==> src/design/deq_pkg.sv <==
// Shared command, status and control types for the double-ended queue.
package deq_pkg;

  typedef enum logic [2:0] {
    CMD_PUSH_REAR  = 3'd0,
    CMD_PUSH_FRONT = 3'd1,
    CMD_POP_FRONT  = 3'd2,
    CMD_POP_REAR   = 3'd3,
    CMD_CLEAR      = 3'd4
  } cmd_t;

  typedef enum logic [1:0] {
    ST_OK    = 2'd0,
    ST_EMPTY = 2'd1,
    ST_FULL  = 2'd2
  } status_t;

  // Decision that the pointer logic hands to the storage and result path.
  typedef struct packed {
    logic    wr_en;
    logic    pop_ok;
    status_t status;
  } ctl_t;

endpackage

==> src/design/double_ended_queue.sv <==
// Top level of the double-ended queue: entry memory, pointers and result register.
//
//   channel   ports                                              direction
//   command   start, busy, in_cmd, in_data_in                    in
//   result    out_valid, out_data_out, out_status, out_length,   out
//             out_is_empty
//
// A command is taken on each edge with start high and busy low; its result
// shows on the out_ ports for one cycle, in the cycle after it is taken, with out_valid high.
// Commands may follow in every cycle while busy is low: the entry memory is read
// on the accept edge, so the pointer update and the memory read set the rate.
// busy is high in reset and until the first edge after it. Results cannot be held off.
module double_ended_queue import deq_pkg::*; #(
  parameter int DEPTH      = 16,
  parameter int DATA_WIDTH = 32
) (
  input  logic        clk,
  input  logic        rst_n,
  input  logic        start,
  output logic        busy,
  input  logic [2:0]  in_cmd,
  input  logic [31:0] in_data_in,
  output logic        out_valid,
  output logic [31:0] out_data_out,
  output logic [1:0]  out_status,
  output logic [4:0]  out_length,
  output logic        out_is_empty
);

  localparam int AW = $clog2(DEPTH);
  localparam int CW = $clog2(DEPTH+1);

  logic [DATA_WIDTH-1:0] mem [DEPTH];

  logic [AW-1:0]         head_r, head_nxt, tail_r, tail_nxt, wr_addr, rd_addr;
  logic [CW-1:0]         count_r, count_nxt;
  ctl_t                  ctl;
  logic                  accept;
  logic                  busy_r;
  logic                  valid_r;
  logic                  pop_ok_r;
  status_t               status_r;
  logic [CW-1:0]         len_r;
  logic [DATA_WIDTH-1:0] rd_data_r;
  logic [DATA_WIDTH+31:0] din_ext;
  logic [DATA_WIDTH+31:0] dout_ext;
  logic [CW+4:0]         len_ext;

  assign accept = start && !busy_r;

  deq_ptr #(.DEPTH(DEPTH)) u_ptr (
    .cmd      (in_cmd),
    .head     (head_r),
    .tail     (tail_r),
    .count    (count_r),
    .head_nxt (head_nxt),
    .tail_nxt (tail_nxt),
    .count_nxt(count_nxt),
    .wr_addr  (wr_addr),
    .rd_addr  (rd_addr),
    .ctl      (ctl)
  );

  assign din_ext = {DATA_WIDTH'(0), in_data_in};

  // Only one command touches the memory per edge, so a pop always sees
  // the word written by any earlier push.
  always_ff @(posedge clk) begin
    if (accept && ctl.wr_en) begin
      mem[wr_addr] <= din_ext[DATA_WIDTH-1:0];
    end
    if (accept && ctl.pop_ok) begin
      rd_data_r <= mem[rd_addr];
    end
  end

  always_ff @(posedge clk) begin
    if (!rst_n) begin
      busy_r   <= 1'b1;
      valid_r  <= 1'b0;
      head_r   <= '0;
      tail_r   <= '0;
      count_r  <= '0;
      pop_ok_r <= 1'b0;
      status_r <= ST_OK;
      len_r    <= '0;
    end else begin
      busy_r  <= 1'b0;
      valid_r <= accept;
      if (accept) begin
        head_r   <= head_nxt;
        tail_r   <= tail_nxt;
        count_r  <= count_nxt;
        pop_ok_r <= ctl.pop_ok;
        status_r <= ctl.status;
        len_r    <= count_nxt;
      end
    end
  end

  assign dout_ext     = {32'd0, rd_data_r};
  assign len_ext      = {5'd0, len_r};
  assign busy         = busy_r;
  assign out_valid    = valid_r;
  assign out_data_out = pop_ok_r ? dout_ext[31:0] : 32'd0;
  assign out_status   = status_r;
  assign out_length   = len_ext[4:0];
  assign out_is_empty = (len_r == '0);

  a_result_follows: assert property (@(posedge clk) disable iff (!rst_n)
    accept |=> out_valid)
    else $error("accepted beat produced no result");

  a_count_bound: assert property (@(posedge clk) disable iff (!rst_n)
    count_r <= CW'(DEPTH))
    else $error("entry count exceeds depth");

  a_empty_matches: assert property (@(posedge clk) disable iff (!rst_n)
    out_valid |-> (out_is_empty == (count_r == '0)))
    else $error("empty flag disagrees with entry count");

  a_error_zero: assert property (@(posedge clk) disable iff (!rst_n)
    (out_valid && out_status != ST_OK) |-> (out_data_out == 32'd0))
    else $error("refused command returned data");

  a_full_count: assert property (@(posedge clk) disable iff (!rst_n)
    (accept && ctl.status == ST_FULL) |=> (count_r == CW'(DEPTH)))
    else $error("push refused while not full");

endmodule

==> src/design/deq_ptr.sv <==
// Head, tail and count update logic with memory address selection.
module deq_ptr import deq_pkg::*; #(
  parameter int DEPTH = 16
) (
  input  logic [2:0]                   cmd,
  input  logic [$clog2(DEPTH)-1:0]     head,
  input  logic [$clog2(DEPTH)-1:0]     tail,
  input  logic [$clog2(DEPTH+1)-1:0]   count,
  output logic [$clog2(DEPTH)-1:0]     head_nxt,
  output logic [$clog2(DEPTH)-1:0]     tail_nxt,
  output logic [$clog2(DEPTH+1)-1:0]   count_nxt,
  output logic [$clog2(DEPTH)-1:0]     wr_addr,
  output logic [$clog2(DEPTH)-1:0]     rd_addr,
  output ctl_t                         ctl
);

  localparam int AW = $clog2(DEPTH);
  localparam int CW = $clog2(DEPTH+1);

  logic [AW-1:0] head_inc, head_dec, tail_inc, tail_dec;
  logic          full, empty;

  assign head_inc = (head == AW'(DEPTH-1)) ? '0 : head + AW'(1);
  assign head_dec = (head == '0) ? AW'(DEPTH-1) : head - AW'(1);
  assign tail_inc = (tail == AW'(DEPTH-1)) ? '0 : tail + AW'(1);
  assign tail_dec = (tail == '0) ? AW'(DEPTH-1) : tail - AW'(1);
  assign full     = (count == CW'(DEPTH));
  assign empty    = (count == '0);

  always_comb begin
    head_nxt   = head;
    tail_nxt   = tail;
    count_nxt  = count;
    wr_addr    = tail;
    rd_addr    = head;
    ctl.wr_en  = 1'b0;
    ctl.pop_ok = 1'b0;
    ctl.status = ST_OK;
    case (cmd)
      CMD_PUSH_REAR: begin
        if (full) begin
          ctl.status = ST_FULL;
        end else begin
          ctl.wr_en = 1'b1;
          wr_addr   = tail;
          tail_nxt  = tail_inc;
          count_nxt = count + CW'(1);
        end
      end
      CMD_PUSH_FRONT: begin
        if (full) begin
          ctl.status = ST_FULL;
        end else begin
          ctl.wr_en = 1'b1;
          wr_addr   = head_dec;
          head_nxt  = head_dec;
          count_nxt = count + CW'(1);
        end
      end
      CMD_POP_FRONT: begin
        if (empty) begin
          ctl.status = ST_EMPTY;
        end else begin
          ctl.pop_ok = 1'b1;
          rd_addr    = head;
          head_nxt   = head_inc;
          count_nxt  = count - CW'(1);
        end
      end
      CMD_POP_REAR: begin
        if (empty) begin
          ctl.status = ST_EMPTY;
        end else begin
          ctl.pop_ok = 1'b1;
          rd_addr    = tail_dec;
          tail_nxt   = tail_dec;
          count_nxt  = count - CW'(1);
        end
      end
      CMD_CLEAR: begin
        head_nxt  = '0;
        tail_nxt  = '0;
        count_nxt = '0;
      end
      default: begin
      end
    endcase
  end

endmodule

==> config.mk <==
export PLATFORM = sky130hd
export DESIGN_NAME = double_ended_queue
export DESIGN_NICKNAME = d
export VERILOG_FILES = /design/src/design/deq_pkg.sv /design/src/design/double_ended_queue.sv /design/src/design/deq_ptr.sv
export SDC_FILE = /design/constraint.sdc
export NUM_CORES = 1
export LEC_CHECK = 0
export BUFFER_PORTS_ARGS = -buffer_cell sky130_fd_sc_hd__buf_2
export CORE_MARGIN = 2
export CORE_UTILIZATION = 50
export CTS_CLUSTER_SIZE = 8
export DETAILED_ROUTE_END_ITERATION = 10
export PLACE_DENSITY = 0.67
export SYNTH_ARGS = -nofsm -noshare
export SYNTH_HDL_FRONTEND = slang
export SYNTH_SLANG_ARGS = --single-unit
export TNS_END_PERCENT = 30
==> constraint.sdc <==
create_clock -name clk -period 4.4 [get_ports clk]
set_input_delay 0.66 -clock clk [delete_from_list [all_inputs] [get_ports clk]]
set_output_delay 0.66 -clock clk [all_outputs]
set_load 0.02 [all_outputs]
---- Word level (Yosys, flattened, before mapping) ----
Memories as Yosys holds them, arrays and structs flattened. A register that Yosys moved wholly into a read port is not among the register bits.
Index checks and enable logic that the tools add are counted.
storage, ports and cells
  register bits after elaboration ......... 18
  memory bits (writable) .................. 512
  memories ................................ 1
cells by class
  $add $sub $neg .......................... 6
  equal/unequal tests ..................... 13
  mux-type cells .......................... 28
  reduce and logical (&&, ||, !) cells .... 16
memory list
  memory  words  bits a word  read ports  clocked after Yosys merged registers in  write ports  RTL line                  source
  mem     16     32           1           1                                        1            double_ended_queue.sv:33  logic [DATA_WIDTH-1:0] mem [DEPTH];
operators by type and width
  operator                                             count
  two-way mux 4 bit                                    12
  two-way mux 32 bit                                   1
  case mux 4 bit (3 select lines)                      2
  case mux 5 bit (3 select lines)                      1
  inequality test 2 bit, second input constant         6
  AND reduction 4 bit                                  3
  two-way mux 5 bit                                    2
  nonzero test 3 bit                                   3
  adder 4 x 1 -> 4 bit, second input constant          2
  equality test 4 bit, second input constant           2
  zero test 4 bit                                      2
  two-way mux 1 bit                                    8
  subtractor 4 x 1 -> 4 bit, second input constant     2
  equality test 3 x 2 -> 1 bit, second input constant  2
  adder 5 x 1 -> 5 bit, second input constant          1
  equality test 5 bit, second input constant           1
  zero test 5 bit                                      1
  subtractor 5 x 1 -> 5 bit, second input constant     1
  case mux 2 bit (2 select lines)                      1
  OR reduction 2 bit                                   2
  equality test 3 x 1 -> 1 bit, second input constant  1
  equality test 3 bit, second input constant           1
  logical AND 1 bit                                    3
  zero test 3 bit                                      1
  2 further kinds                                      2

---- Longest topological paths before layout ----
  word-level depth ........................ 6
  depth in mapped cells ................... 11
  gate-level depth less buffers ........... 9

---- Cells and area by module ----
A second synthesis with hierarchy kept.
second synthesis, totals
  cell total of the unflattened synthesis .. 1,098
  area, all modules ....................... 21,971.1 µm²
by module, submodules not included
  module              instances  cells each  area an instance (µm²)  seq. area each (µm²)
  double_ended_queue  1          951         21,001.4                16,696.0
  deq_ptr             1          147         969.7                   0.0

---- Least setup slack after synthesis ----
OpenSTA, ideal clock, no wires.
  kind .................................... in2reg
  from .................................... in in_cmd[0]
  to ...................................... mem mem[1][0], enable pin
  library setup time ...................... 421 ps
  data arrival time ....................... 3,617 ps
  setup slack ............................. 362 ps
  cell stages on the path ................. 6
  path buffers ............................ 1
  cells stage by stage .................... buf_2 > inv_1 > a2111oi_1 > a21oi_1 > nand3b_1 > nor2_1
on the way
  longest elaborated chain between the ends .. 6
  elaborated cells on any way between the ends .. 8
  those cells by class .................... eq/ne (1); mux (4); reduce/logical (3)
RTL lines
  item                                                                    RTL line                  source
  from (decl)                                                             double_ended_queue.sv:21  input logic [2:0] in_cmd,
  equality test 3 x 1 -> 1 bit / zero test 3 bit (equally long branches)  deq_ptr.sv:39             case (cmd)
  OR reduction 2 bit (no source line)                                     n/a
  two-way mux 1 bit                                                       n/a
  logical AND 1 bit                                                       double_ended_queue.sv:69  if (accept && ctl.wr_en) begin
  two-way mux 1 bit                                                       double_ended_queue.sv:69
  two-way mux 1 bit (implied by the code)                                 double_ended_queue.sv:70  mem[wr_addr] <= din_ext[DATA_WIDTH-1:0];
  to (decl)                                                               double_ended_queue.sv:33
Several ways; a longest one is shown, not always the timed one.

==> out/results.tsv <==
metric	value	unit
CP Capture Point	rd_data_r[19]	
clk buf depth	3	
Final setup viols	0	
reg2reg path depth	7	
YS warnings	0	
post-cts repair resize count	0	
initial antenna violation count	3	
buffers added on ports	79	
Max Fclk	0.277	GHz
DP Cell Count	1905	
largest net degree at the start of global routing	82	
synth-to-layout area growth	16.7	%
via count	11959	
mapped cell area	0.0219	mm^2
actual slew at the worst max-slew pin	0.745	ns
Pins Over Slew Limit	0	
Filler cells	3237	
Tmin final	3.61	ns
Die ar.	0.0455	mm^2
WL per Instance	25.2	um
Post-Route WL	50600	um
Critical path origin	out_length[0]	
DP HPWL	27100	um
DRC Markers	0	
RSZ-0062 raised after global routing	no	
Starting Density	0.508	
Vias/cell	5.96	
DRT iter0 DRCs	1049	
clk_lat worst skew	0.59	ns
Die Span Y	213	um
Clock H-tree levels	3	
Synth async-reset ratio	0	
Reg clk slew, reported paths	0.06	ns
layout cells sized above 1	0.171	
Max Cap Viol	0	
CP Launch Type	flop	
core area	0.0432	mm^2
vias in the first global route	11956	
worst min path class	in -> reg	
Pwr Density	461	mW/mm^2
chip width	213	um
number of flops mapped to enable cells by yosys	544	
CP Capture Type	flop	
CP Data Required Time	4.72	ns
first-pass GRT wire length	74900	um
Critical Path AT	3.93	ns
Reg-to-Reg Start	out_length[0]	
post-synth net total	1309	
worst reg2reg setup slack	0.79	ns
Ports	80	
Yosys reg bits	562	
Final Hold Viols	0	
Top FF cell, synth	edfxtp_1	
CTS Root Cell	clkbuf_16	
RePlAce Congestion	0.812	
Tcrit/Tclk final	0.820	
cts hold-fix bufs	0	
sequential element share of the synthesized area	0.761	
status	completed	
RR Endpoint	rd_data_r[19]	
skew final	0.0132	ns
Nets	1448	
crit-path max FO	21	
CTS tree	yes	
Pre-antenna DRT Iters	5	
Crit Path Category	reg -> reg	
maximum vdd drop	0.259	mV
Syn Inst Count	1263	
Non-Filler Instances	2006	
final setup TNS	0	ns
Distinct cells, synth	52	
row count	76	
syn avg cell area	17.4	um^2
total CTS buffers	80	
Overflow after GRT	0	
setup repair bufs after CTS	0	
most frequent cells in the layout	edfxtp_1 (544), mux2i_1 (262), o22ai_1 (128)	
P_leak	8.26	nW
relative slew slack	0.503	
GR Util All Layers	0.227	
antenna-violating nets left	0	
most common cell after layout, fill and taps aside	edfxtp_1	
CTS Sinks	562	
-- cell families after synthesis --
group | Yosys count | share of synthesized area
xor+xnor | 5 | 0.00200
mux | 266 | 0.122
fa+ha+maj | 8 | 0.00491
simple gates | 159 | 0.0402
flops | 562 | 0.761
compound gates | 187 | 0.0554
buf+inv | 76 | 0.0145
-- cell type report --
class	instances	area [um^2]	share of cell area
multi-input combinational	625	5060	0.198
sequential	562	16700	0.653
tap	585	732	0.0286
clock buffer	96	2100	0.0823
clock inverter	4	41.3	0.00161
inverter	9	33.8	0.00132
antenna	1	2.50	0.0000978
timing repair buffer	124	908	0.0355
-- how the worst min path moves through the flow --
stage,from,endpoint,slack (ns),depth (start not counted)
after floorplan,pop_ok_r,pop_ok_r,0.52,2
after global placement,out_status[0],out_status[0],0.45,2
after detailed placement,out_status[0],out_status[0],0.46,2
after CTS,rst_n,tail_r[3],0.34,2
after global routing,rst_n,tail_r[3],0.36,2
final,rst_n,tail_r[3],0.37,2
-- flip-flops by register name, indices dropped and copies added (netlist names) --
signal / cells
pop_ok_r: 1
tail_r: 4
busy: 1
rd_data_r: 32
out_length: 5
mem: 512
out_valid: 1
out_status: 2
head_r: 4
-- power by group --
| group | internal [W] | switching [W] |
|---|---|---|
| sequential | 0.00591 | 0.0000119 |
| clock | 0.00330 | 0.00206 |
| combinational | 0.000192 | 0.000319 |
| total | 0.00940 | 0.00239 |
-- through the flow --
| stage | utilization | setup WS, ns | hold WS (ns) | instance area (um^2) | power [W] |
|---|---|---|---|---|---|
| after floorplan | - | 0.362 | 0.522 | 21900 | 0.00633 |
| after global placement | 0.543 | 0.865 | 0.449 | 23400 | 0.00651 |
| after detailed placement | 0.543 | 0.783 | 0.456 | 23400 | 0.00653 |
| after CTS | 0.593 | 0.745 | 0.339 | 25600 | 0.0119 |
| after global routing | 0.593 | 0.593 | 0.365 | 25600 | 0.0121 |
| final | 0.593 | 0.792 | 0.366 | 25600 | 0.0118 |
-- Yosys cell counts (all sizes together), types with 3 or more instances --
library cell | count | area [um^2]
a21oi | 18 | 90.1
nand2 | 22 | 82.6
nand2b | 7 | 43.8
nand3b | 3 | 22.5
clkbuf | 36 | 135
and2 | 34 | 213
or4 | 33 | 251
a21o | 6 | 45.0
o21ai | 9 | 56.3
dfxtp | 18 | 360
nor3 | 4 | 20.0
xnor2 | 3 | 26.3
o22ai | 128 | 801
edfxtp | 544 | 16300
mux2i | 263 | 2630
ha | 7 | 87.6
mux2 | 3 | 33.8
nor2b | 4 | 25.0
inv | 9 | 33.8
nor2 | 41 | 154
nand3 | 5 | 25.0
buf | 31 | 149
-- critical path, stage by stage, from the launching register on --
cell and delay [ns]:
dfxtp_1 0.37, or4_4 0.60, o21ai_4 0.30, mux2i_1 0.59, or2_2 0.52, buf_12 0.26, o22ai_1 0.12, or4_1 0.56
-- routing by layer --
metal,share of wire,GRT usage,vias to the layer above
met5,0.00051,0,-
met4,0.025,0.0821,4
met3,0.065,0.0373,103
met2,0.48,0.361,439
met1,0.43,0.320,6096
li1,-,-,5317
(Power assumes the default switching activity.)
